## src/hw/rtl/sui_pkg.sv

```systemverilog
// ----------------------------------------------------------------------------
// sui_pkg
// Shared constants and controller/datapath interface types for the set
// union and intersection block.
// ----------------------------------------------------------------------------
package sui_pkg;

    localparam int SET_SIZE  = 16;
    localparam int IDX_W     = (SET_SIZE > 1) ? $clog2(SET_SIZE) : 1;
    localparam int CNT_W     = $clog2(SET_SIZE + 1);
    localparam int VAL_W     = 32;
    localparam int CFG_W     = 5;
    localparam logic [CFG_W-1:0] CFG_RESET = CFG_W'(5);

    localparam logic WHICH_UNION = 1'b0;
    localparam logic WHICH_INTER = 1'b1;
    localparam logic REQ_A       = 1'b0;
    localparam logic REQ_B       = 1'b1;

    // Commands from the controller to the datapath
    typedef struct packed {
        logic load;        // accepted request: store into A or B
        logic clr_i;
        logic inc_i;
        logic clr_j;
        logic inc_j;
        logic a_sel_j;     // A read address: 1 = j, 0 = i
        logic b_sel_j;     // B read address: 1 = j, 0 = i
        logic latch_cur;   // capture B[i] as the element under test
        logic cmp_a;       // compare element under test with A[j]
        logic cmp_b;       // compare element under test with B[j]
        logic push;        // queue one result
        logic push_cur;    // result value: 1 = element under test, 0 = A data
        logic push_which;
        logic mark_b;      // flag B[i] as added to the union
        logic flush;       // release last result, clear counts and flags
    } t_cmd;

    // Status from the datapath to the controller
    typedef struct packed {
        logic trig;        // current request completes set B
        logic i_lt_na;
        logic i_lt_nb;
        logic j_lt_na;
        logic j_lt_i;
        logic seen;
        logic hit_i;
    } t_status;

endpackage

```

## src/hw/rtl/sui_ram.sv

```systemverilog
// ----------------------------------------------------------------------------
// sui_ram
// Generic RAM, one write port and one read port with registered read data.
// ----------------------------------------------------------------------------
module sui_ram #(
    parameter int WIDTH = 32,
    parameter int DEPTH = 16
) (
    input  logic                                     i_clk,
    input  logic                                     i_we,
    input  logic [$clog2(DEPTH > 1 ? DEPTH : 2)-1:0] i_waddr,
    input  logic [WIDTH-1:0]                         i_wdata,
    input  logic [$clog2(DEPTH > 1 ? DEPTH : 2)-1:0] i_raddr,
    output logic [WIDTH-1:0]                         o_rdata
);

    logic [WIDTH-1:0] r_mem [DEPTH];
    logic [WIDTH-1:0] r_rdata;

    always_ff @(posedge i_clk) begin
        if (i_we) begin
            r_mem[i_waddr] <= i_wdata;
        end
        r_rdata <= r_mem[i_raddr];
    end

    assign o_rdata = r_rdata;

endmodule

```

## src/hw/rtl/sui_dp.sv

```systemverilog
// ----------------------------------------------------------------------------
// sui_dp
// Datapath: set stores, counts, loop indexes, hit flags, compare logic and
// the result holding and output registers.
// ----------------------------------------------------------------------------
module sui_dp (
    input  logic                        i_clk,
    input  logic                        i_rst_n,
    input  logic                        i_cfg_we,
    input  logic [sui_pkg::CFG_W-1:0]   i_cfg_data,
    input  logic                        i_req_type,
    input  logic [sui_pkg::VAL_W-1:0]   i_value,
    input  sui_pkg::t_cmd               i_cmd,
    output sui_pkg::t_status            o_status,
    output logic                        o_res_valid,
    output logic                        o_which_set,
    output logic [sui_pkg::VAL_W-1:0]   o_value_res,
    output logic                        o_last
);

    logic [sui_pkg::CFG_W-1:0]    r_cfg;
    logic [sui_pkg::CNT_W-1:0]    r_a_count;
    logic [sui_pkg::CNT_W-1:0]    r_b_count;
    logic [sui_pkg::CNT_W-1:0]    r_i;
    logic [sui_pkg::CNT_W-1:0]    r_j;
    logic [sui_pkg::SET_SIZE-1:0] r_a_hit;
    logic [sui_pkg::SET_SIZE-1:0] r_b_added;
    logic                         r_seen;
    logic [sui_pkg::VAL_W-1:0]    r_cur;
    logic                         r_pend_v;
    logic                         r_pend_which;
    logic [sui_pkg::VAL_W-1:0]    r_pend_val;
    logic                         r_out_v;
    logic                         r_out_which;
    logic [sui_pkg::VAL_W-1:0]    r_out_val;
    logic                         r_out_last;

    logic [sui_pkg::CNT_W-1:0]    n_eff;
    logic [sui_pkg::CNT_W-1:0]    b_post;
    logic                         a_lt_n;
    logic                         b_lt_n;
    logic                         a_we;
    logic                         b_we;
    logic [sui_pkg::IDX_W-1:0]    a_raddr;
    logic [sui_pkg::IDX_W-1:0]    b_raddr;
    logic [sui_pkg::VAL_W-1:0]    a_rdata;
    logic [sui_pkg::VAL_W-1:0]    b_rdata;
    logic                         eq_a;
    logic                         eq_b;
    logic [sui_pkg::VAL_W-1:0]    push_val;

    // Clamp the configured size into 1..SET_SIZE
    always_comb begin
        priority if (r_cfg == '0) begin
            n_eff = sui_pkg::CNT_W'(1);
        end else if (r_cfg > sui_pkg::CFG_W'(sui_pkg::SET_SIZE)) begin
            n_eff = sui_pkg::CNT_W'(sui_pkg::SET_SIZE);
        end else begin
            n_eff = sui_pkg::CNT_W'(r_cfg);
        end
    end

    assign a_lt_n = (r_a_count < n_eff);
    assign b_lt_n = (r_b_count < n_eff);
    assign a_we   = i_cmd.load && (i_req_type == sui_pkg::REQ_A) && a_lt_n;
    assign b_we   = i_cmd.load && (i_req_type == sui_pkg::REQ_B) && b_lt_n;
    assign b_post = b_lt_n ? sui_pkg::CNT_W'(r_b_count + 1'b1) : r_b_count;

    assign a_raddr = i_cmd.a_sel_j ? r_j[sui_pkg::IDX_W-1:0] : r_i[sui_pkg::IDX_W-1:0];
    assign b_raddr = i_cmd.b_sel_j ? r_j[sui_pkg::IDX_W-1:0] : r_i[sui_pkg::IDX_W-1:0];

    sui_ram #(
        .WIDTH (sui_pkg::VAL_W),
        .DEPTH (sui_pkg::SET_SIZE)
    ) u_a_store (
        .i_clk   (i_clk),
        .i_we    (a_we),
        .i_waddr (r_a_count[sui_pkg::IDX_W-1:0]),
        .i_wdata (i_value),
        .i_raddr (a_raddr),
        .o_rdata (a_rdata)
    );

    sui_ram #(
        .WIDTH (sui_pkg::VAL_W),
        .DEPTH (sui_pkg::SET_SIZE)
    ) u_b_store (
        .i_clk   (i_clk),
        .i_we    (b_we),
        .i_waddr (r_b_count[sui_pkg::IDX_W-1:0]),
        .i_wdata (i_value),
        .i_raddr (b_raddr),
        .o_rdata (b_rdata)
    );

    assign eq_a     = (a_rdata == r_cur);
    assign eq_b     = (b_rdata == r_cur);
    assign push_val = i_cmd.push_cur ? r_cur : a_rdata;

    assign o_status.trig    = (i_req_type == sui_pkg::REQ_B) && (b_post >= n_eff);
    assign o_status.i_lt_na = (r_i < r_a_count);
    assign o_status.i_lt_nb = (r_i < r_b_count);
    assign o_status.j_lt_na = (r_j < r_a_count);
    assign o_status.j_lt_i  = (r_j < r_i);
    assign o_status.seen    = r_seen;
    assign o_status.hit_i   = r_a_hit[r_i[sui_pkg::IDX_W-1:0]];

    always_ff @(posedge i_clk) begin
        if (!i_rst_n) begin
            r_cfg     <= sui_pkg::CFG_RESET;
            r_a_count <= '0;
            r_b_count <= '0;
            r_i       <= '0;
            r_j       <= '0;
            r_a_hit   <= '0;
            r_b_added <= '0;
            r_seen    <= 1'b0;
            r_pend_v  <= 1'b0;
            r_out_v   <= 1'b0;
        end else begin
            if (i_cfg_we) begin
                r_cfg <= i_cfg_data;
            end

            priority if (i_cmd.flush) begin
                r_a_count <= '0;
                r_b_count <= '0;
            end else if (a_we) begin
                r_a_count <= sui_pkg::CNT_W'(r_a_count + 1'b1);
            end else if (b_we) begin
                r_b_count <= sui_pkg::CNT_W'(r_b_count + 1'b1);
            end

            priority if (i_cmd.clr_i || i_cmd.flush) begin
                r_i <= '0;
            end else if (i_cmd.inc_i) begin
                r_i <= sui_pkg::CNT_W'(r_i + 1'b1);
            end

            priority if (i_cmd.clr_j || i_cmd.flush) begin
                r_j <= '0;
            end else if (i_cmd.inc_j) begin
                r_j <= sui_pkg::CNT_W'(r_j + 1'b1);
            end

            priority if (i_cmd.latch_cur) begin
                r_seen <= 1'b0;
            end else if (i_cmd.cmp_a && eq_a) begin
                r_seen <= 1'b1;
            end else if (i_cmd.cmp_b && eq_b && r_b_added[r_j[sui_pkg::IDX_W-1:0]]) begin
                r_seen <= 1'b1;
            end

            priority if (i_cmd.flush) begin
                r_a_hit <= '0;
            end else if (i_cmd.cmp_a && eq_a) begin
                r_a_hit[r_j[sui_pkg::IDX_W-1:0]] <= 1'b1;
            end

            priority if (i_cmd.flush) begin
                r_b_added <= '0;
            end else if (i_cmd.mark_b) begin
                r_b_added[r_i[sui_pkg::IDX_W-1:0]] <= 1'b1;
            end

            // Hold one result back so the final one can carry last
            priority if (i_cmd.flush) begin
                r_out_v  <= r_pend_v;
                r_pend_v <= 1'b0;
            end else if (i_cmd.push) begin
                r_out_v  <= r_pend_v;
                r_pend_v <= 1'b1;
            end else begin
                r_out_v  <= 1'b0;
            end
        end
    end

    always_ff @(posedge i_clk) begin
        if (i_cmd.latch_cur) begin
            r_cur <= b_rdata;
        end
        if (i_cmd.push) begin
            r_pend_which <= i_cmd.push_which;
            r_pend_val   <= push_val;
        end
        if (i_cmd.push || i_cmd.flush) begin
            r_out_which <= r_pend_which;
            r_out_val   <= r_pend_val;
            r_out_last  <= i_cmd.flush;
        end
    end

    assign o_res_valid = r_out_v;
    assign o_which_set = r_out_which;
    assign o_value_res = r_out_val;
    assign o_last      = r_out_last;

    a_last_after_flush: assert property (@(posedge i_clk) disable iff (!i_rst_n)
        (r_out_v && r_out_last) |-> $past(i_cmd.flush))
        else $error("last result not produced by a flush");

    a_flush_clears: assert property (@(posedge i_clk) disable iff (!i_rst_n)
        i_cmd.flush |=> (r_a_count == '0) && (r_b_count == '0) && (r_a_hit == '0)
                        && (r_b_added == '0) && !r_pend_v)
        else $error("flush left state behind");

    a_mark_unseen: assert property (@(posedge i_clk) disable iff (!i_rst_n)
        i_cmd.mark_b |-> !r_seen)
        else $error("B element marked although already present");

endmodule

```

## src/hw/rtl/sui_ctrl.sv

```systemverilog
// ----------------------------------------------------------------------------
// sui_ctrl
// Controller: accepts requests while idle and sequences the result run
// (union of A, new B elements, intersection) over the datapath.
// ----------------------------------------------------------------------------
module sui_ctrl (
    input  logic              i_clk,
    input  logic              i_rst_n,
    input  logic              i_start,
    input  sui_pkg::t_status  i_status,
    output sui_pkg::t_cmd     o_cmd,
    output logic              o_busy
);

    typedef enum logic [12:0] {
        S_IDLE   = 13'b0000000000001,
        S_UA_RD  = 13'b0000000000010,
        S_UA_USE = 13'b0000000000100,
        S_B_RD   = 13'b0000000001000,
        S_B_CUR  = 13'b0000000010000,
        S_SA_RD  = 13'b0000000100000,
        S_SA_USE = 13'b0000001000000,
        S_SB_RD  = 13'b0000010000000,
        S_SB_USE = 13'b0000100000000,
        S_B_ADD  = 13'b0001000000000,
        S_I_RD   = 13'b0010000000000,
        S_I_USE  = 13'b0100000000000,
        S_FLUSH  = 13'b1000000000000
    } t_state;

    t_state r_state;
    t_state n_state;

    always_comb begin
        n_state = r_state;
        o_cmd   = '0;
        unique case (r_state)
            S_IDLE: begin
                if (i_start) begin
                    o_cmd.load = 1'b1;
                    if (i_status.trig) begin
                        n_state = S_UA_RD;
                    end
                end
            end
            S_UA_RD: begin
                if (i_status.i_lt_na) begin
                    n_state = S_UA_USE;
                end else begin
                    o_cmd.clr_i = 1'b1;
                    n_state     = S_B_RD;
                end
            end
            S_UA_USE: begin
                o_cmd.push       = 1'b1;
                o_cmd.push_which = sui_pkg::WHICH_UNION;
                o_cmd.inc_i      = 1'b1;
                n_state          = S_UA_RD;
            end
            S_B_RD: begin
                if (i_status.i_lt_nb) begin
                    n_state = S_B_CUR;
                end else begin
                    o_cmd.clr_i = 1'b1;
                    n_state     = S_I_RD;
                end
            end
            S_B_CUR: begin
                o_cmd.latch_cur = 1'b1;
                o_cmd.clr_j     = 1'b1;
                n_state         = S_SA_RD;
            end
            S_SA_RD: begin
                o_cmd.a_sel_j = 1'b1;
                if (i_status.j_lt_na) begin
                    n_state = S_SA_USE;
                end else begin
                    o_cmd.clr_j = 1'b1;
                    n_state     = S_SB_RD;
                end
            end
            S_SA_USE: begin
                o_cmd.cmp_a = 1'b1;
                o_cmd.inc_j = 1'b1;
                n_state     = S_SA_RD;
            end
            S_SB_RD: begin
                o_cmd.b_sel_j = 1'b1;
                if (i_status.j_lt_i) begin
                    n_state = S_SB_USE;
                end else begin
                    n_state = S_B_ADD;
                end
            end
            S_SB_USE: begin
                o_cmd.cmp_b = 1'b1;
                o_cmd.inc_j = 1'b1;
                n_state     = S_SB_RD;
            end
            S_B_ADD: begin
                if (!i_status.seen) begin
                    o_cmd.push       = 1'b1;
                    o_cmd.push_cur   = 1'b1;
                    o_cmd.push_which = sui_pkg::WHICH_UNION;
                    o_cmd.mark_b     = 1'b1;
                end
                o_cmd.inc_i = 1'b1;
                n_state     = S_B_RD;
            end
            S_I_RD: begin
                if (i_status.i_lt_na) begin
                    n_state = S_I_USE;
                end else begin
                    n_state = S_FLUSH;
                end
            end
            S_I_USE: begin
                if (i_status.hit_i) begin
                    o_cmd.push       = 1'b1;
                    o_cmd.push_which = sui_pkg::WHICH_INTER;
                end
                o_cmd.inc_i = 1'b1;
                n_state     = S_I_RD;
            end
            S_FLUSH: begin
                o_cmd.flush = 1'b1;
                n_state     = S_IDLE;
            end
            default: begin
                n_state = S_IDLE;
            end
        endcase
    end

    always_ff @(posedge i_clk) begin
        if (!i_rst_n) begin
            r_state <= S_IDLE;
        end else begin
            r_state <= n_state;
        end
    end

    assign o_busy = (r_state != S_IDLE);

    a_trig_starts_run: assert property (@(posedge i_clk) disable iff (!i_rst_n)
        ((r_state == S_IDLE) && i_start && i_status.trig) |=> (r_state == S_UA_RD))
        else $error("completed set B did not start a run");

    a_flush_to_idle: assert property (@(posedge i_clk) disable iff (!i_rst_n)
        (r_state == S_FLUSH) |=> (r_state == S_IDLE))
        else $error("run did not end after flush");

    a_load_only_idle: assert property (@(posedge i_clk) disable iff (!i_rst_n)
        o_cmd.load |-> (r_state == S_IDLE) && !o_busy)
        else $error("request stored while a run is active");

endmodule

```

## src/hw/rtl/set_union_intersection.sv

```systemverilog
// ----------------------------------------------------------------------------
// set_union_intersection
// Loading a request (A or B element) leaves busy low.
// The request that completes set B starts a run, with busy high until it ends; the
// single read port of each set store makes every compare a read state followed
// by a use state. Results come out as one-cycle strobes, the last marked, the
// receiver cannot stall them.
// Synchronous active-low reset clears counts and flags; set size resets to 5.
// ----------------------------------------------------------------------------
module set_union_intersection (
    input  logic                        i_clk,
    input  logic                        i_rst_n,
    input  logic                        i_cfg_we,
    input  logic [sui_pkg::CFG_W-1:0]   i_cfg_data,
    input  logic                        start,
    output logic                        busy,
    input  logic                        i_req_type,
    input  logic [sui_pkg::VAL_W-1:0]   i_value,
    output logic                        o_res_valid,
    output logic                        o_which_set,
    output logic [sui_pkg::VAL_W-1:0]   o_value_res,
    output logic                        o_last
);

    sui_pkg::t_cmd    cmd;
    sui_pkg::t_status status;

    sui_ctrl u_ctrl (
        .i_clk    (i_clk),
        .i_rst_n  (i_rst_n),
        .i_start  (start),
        .i_status (status),
        .o_cmd    (cmd),
        .o_busy   (busy)
    );

    sui_dp u_dp (
        .i_clk       (i_clk),
        .i_rst_n     (i_rst_n),
        .i_cfg_we    (i_cfg_we),
        .i_cfg_data  (i_cfg_data),
        .i_req_type  (i_req_type),
        .i_value     (i_value),
        .i_cmd       (cmd),
        .o_status    (status),
        .o_res_valid (o_res_valid),
        .o_which_set (o_which_set),
        .o_value_res (o_value_res),
        .o_last      (o_last)
    );

endmodule
```

## config.mk

```make
export PLATFORM = sky130hd
export DESIGN_NAME = set_union_intersection
export DESIGN_NICKNAME = d
export VERILOG_FILES = /design/src/hw/rtl/sui_pkg.sv /design/src/hw/rtl/sui_ram.sv /design/src/hw/rtl/sui_dp.sv /design/src/hw/rtl/sui_ctrl.sv /design/src/hw/rtl/set_union_intersection.sv
export SDC_FILE = /design/constraint.sdc
export NUM_CORES = 2
export LEC_CHECK = 0
export CAP_MARGIN = 0
export CORE_AREA = 2 2 313 315
export DETAILED_ROUTE_END_ITERATION = 16
export DIE_AREA = 0 0 315 317
export DONT_BUFFER_PORTS = 1
export PLACE_DENSITY_LB_ADDON = 0.2
export SYNTH_ARGS = -nofsm -noshare
export SYNTH_HDL_FRONTEND = slang
export SYNTH_HIERARCHICAL = 1
export SYNTH_SLANG_ARGS = --single-unit
```

## constraint.sdc

```tcl
create_clock -name i_clk -period 12.8 [get_ports i_clk]
set_input_delay 0.64 -clock i_clk [delete_from_list [all_inputs] [get_ports i_clk]]
set_output_delay 0.64 -clock i_clk [all_outputs]
set_load 0.02 [all_outputs]
```

==> impl_metrics.env <==
export IMPL_internal_power_uw=7080
export IMPL_cts_sinks=1260
export IMPL_ys_seq_elements=1260
export IMPL_syn2layout_area_growth_pct=14.2
export IMPL_fmax_mhz=197
export IMPL_cts_resized=0
export IMPL_die_w_um=315
export IMPL_critPathMaxFanout=58
export IMPL_cp_start_kind="flop"
export IMPL_combPwrFrac_pct=5.3
export IMPL_reg2reg_from="u_ctrl/r_state[8]"
export IMPL_placed_cells=3590
export IMPL_finalHoldViolations=0
export IMPL_clk_latency_ns=0.72
export IMPL_n_fill_cell=7042
export IMPL_fp_row_count=114
export IMPL_design_area_mm2=0.0548
export IMPL_path_clk_slew_ns=0.06
export IMPL_finalCritPeriodShare_pct=39.7
export IMPL_gp_congestion=0.827
export IMPL_grt_remaining_overflow=0
export IMPL_switching_share_pct=21.2
export IMPL_antenna_left=0
export IMPL_critical_path_buf_inv_count=2
export IMPL_cts_root_buf="clkbuf_16"
export IMPL_synth_warnings=6
export IMPL_vias_per_cell=6.18
export IMPL_synth_flop_cell="edfxtp_1"
export IMPL_ys_top_cells_by_area="edfxtp_1 (70%), mux4_2 (12%), dfxtp_1 (5.7%)"
export IMPL_ir_drop_uv=120
export IMPL_crit_path_end_kind="flop"
export IMPL_relSlewSlack_pct=2.35
export IMPL_ys_types=61
export IMPL_max_cap_violations=0
export IMPL_wl_um=116000
export IMPL_drt_iter0_drc=2880
export IMPL_syn_avg_cell_area_um2=20.2
export IMPL_gr_usage_all_layers_pct=23.6
export IMPL_yosysMostFrequentCell="edfxtp_1"
export IMPL_p_leak_uw=0.0170
export IMPL_critPathLaunch="u_ctrl/r_state[8]"
export IMPL_synth_area_mm2=0.0480
export IMPL_start_util_pct=49.9
export IMPL_p_sw_uw=1910
export IMPL_p_clk_share_pct=42.7
export IMPL_ioPinCount=78
export IMPL_finalMaxSlewViolations=0
export IMPL_grt_start_max_net_pins=129
export IMPL_cp_data_arrival_time_ns=5.68
export IMPL_status="completed"
export IMPL_final_nets=2580
export IMPL_grt_pass1_wl_um=167000
export IMPL_synth_nets=2462
export IMPL_vias=24000
export IMPL_grt_antenna_before_repair=6
export IMPL_critical_path_max_stage_delay_ns=0.82
export IMPL_dr_pass1_iters=6
export IMPL_coreArea_mm2=0.0963
export IMPL_powerDensity_mw_per_mm2=164
export IMPL_die_height_um=317
export IMPL_clockBufferDepth=3
export IMPL_drt_drc_violations_left=0
export IMPL_cts_tree="yes"
export IMPL_synth_cells=2381
export IMPL_hp_start="i_rst_n"
export IMPL_finClkSkew_ns=0.0206
export IMPL_dieArea_mm2=0.0999
export IMPL_pwr_share_seq_pct=52.1
export IMPL_yosysSeqAreaShare_pct=75.9
export IMPL_wl_per_cell_um=29.8
export IMPL_synth_area_leader_cell="edfxtp_1"
export IMPL_place_area_mm2=0.0498
export IMPL_hpwl_um=63600
export IMPL_crit_slowest_cell="buf_4"
export IMPL_drive_above_1_share_pct=23.2
export IMPL_yosysTopAreaCellShare_pct=70.2
export IMPL_cp_required_ns=13.39
export IMPL_tns_ns=0
export IMPL_hold_class="primary input to flop"
export IMPL_ys_async_sr_fraction_pct=0
export IMPL_crit_chain="or4_4, nor2_1, and3_1, nand2_1, o21ai_4, buf_4, buf_4, mux4_2, a22oi_1, nand2_1"
export IMPL_synth_common_cells="edfxtp_1 (1123), mux4_2 (262), dfxtp_1 (137)"
export IMPL_fin_cells=3886
export IMPL_first_global_vias=24100
export IMPL_critical_path_top_delay_family="simple AND/OR/NAND/NOR gates"
export IMPL_cts_buffers_inserted=132
export IMPL_finalSetupViolCount=0
export IMPL_tightest_slew_ns=1.46
export IMPL_synth_edf_count=1123
export IMPL_critPathKind="flop to flop"
export IMPL_portBuffers=0
export IMPL_fin_crit_ns=5.08
export IMPL_ctsHtreeMaxLevel=4
export IMPL_rsz0062_at_grt="false"
-- cell families after synthesis --
family                   count (synthesis)  synth area share [%]
XOR/XNOR                                85                  1.55
AND/OR/NAND/NOR                        329                  3.37
adder cells (fa/ha/maj)                 39                  1.02
AO/OA/AOI/OAI                          225                  3.42
buffers and inverters                  139                  1.41
multiplexers                           304                  13.3
flip-flops                            1260                  75.9
-- stage by stage --
stage	hold slack [ns]	total power (uW)	worst slack (ns)	util, %
finish	0.0552	8980	7.72	57.0
global route	0.0254	9260	7.42	57.0
CTS	0.000998	9060	7.72	57.0
detailed placement	0.405	5150	7.75	51.7
global placement	0.404	5140	7.88	51.7
floorplan	0.400	4990	7.12	-
-- final cells by class --
cell class              instances  area [um2]  share of cell area [%]
clock buffers                 187        3680                    6.70
repair buffers                 99        1080                    1.97
inverters                      24        90.1                   0.164
flip-flops and latches       1260       36500                    66.5
diodes                          2        5.00                 0.00912
well taps                    1276        1600                    2.91
multi-input cells             982       11200                    20.5
clock inverters                56         692                    1.26
-- path summary, 6_finish.rpt --
path                               endpoint  slack (ns)  depth (start not counted)
setup reg to reg  u_dp/u_b_store/o_rdata[9]        7.72                         10
setup / recovery  u_dp/u_b_store/o_rdata[9]        7.72                         10
hold / removal            u_ctrl/r_state[7]        0.06                          1
hold reg to reg        u_dp/o_value_res[29]        0.41                          0
-- worst reg2reg max path, delay by kind of cell, from the launching register on --
kind	cells	cell delay [ns]
simple gates	5	1.84
compound gates	2	0.73
flops	1	0.37
mux	1	0.44
buf+inv	2	1.59
-- layer usage --
layer | vias up | share of wire, % | global-route usage, %
met1 | 12800 | 43 | 34.7
met3 | 170 | 8.6 | 5.29
met5 | - | 0 | 0
li1 | 10000 | - | -
met2 | 1045 | 46 | 35.7
met4 | 0 | 2.2 | 6.57
-- sequential cells by signal, summed over array words and instances, names as in the netlist, 5 cells and up --
register and count:
u_dp/u_a_store/o_rdata 32, u_dp/r_a_hit 16, u_dp/r_b_added 16, u_dp/r_cfg 5, u_dp/u_b_store/r_mem 512, u_dp/u_a_store/r_mem 512, u_dp/r_a_count 5, u_dp/r_cur 32
u_dp/r_pend_val 32, u_dp/o_value_res 32, u_dp/r_b_count 5, u_dp/r_i 5, u_dp/u_b_store/o_rdata 32, u_ctrl/r_state 13, u_dp/r_j 5
-- layout by cell type (no fill, tap or decap), drive strengths merged, types with 6 or more instances in the layout --
cell         Yosys  final
a21oi           11     11
a22oi          128    128
a31oi           17     17
a41oi           17     17
buf             62     65
bufinv           0     14
clkbuf          53    187
clkinv           1     35
dfxtp          137    137
dlygate4sd3      0     34
edfxtp        1123   1123
ha              39     39
inv             23     28
mux2            30     30
mux2i            9      9
mux4           265    265
nand2          100    100
nand2b          14     14
nand3           12     12
nand4           20     20
nor2            95     95
nor2b           12     12
nor3            28     28
nor4             8      8
nor4b            6      6
o21a             9      9
o21ai           20     20
xnor2           79     79
xor2             6      6
-- repair_timing --
item                      4_1_cts  5_1_grt
buffers inserted                0        0
hold endpoints to repair      899        0
hold buffers                   51        0
-- power groups by stage --
stage	Clock, uW	Combinational (uW)	Sequential (uW)
6_report	3830	472	4680
4_1_cts	3910	472	4680
3_5_place_dp	0	390	4760
2_1_floorplan	0	247	4740
3_3_place_gp	0	386	4760
5_1_grt	4070	505	4690
Note: power is estimated with default switching activity, not from simulation.
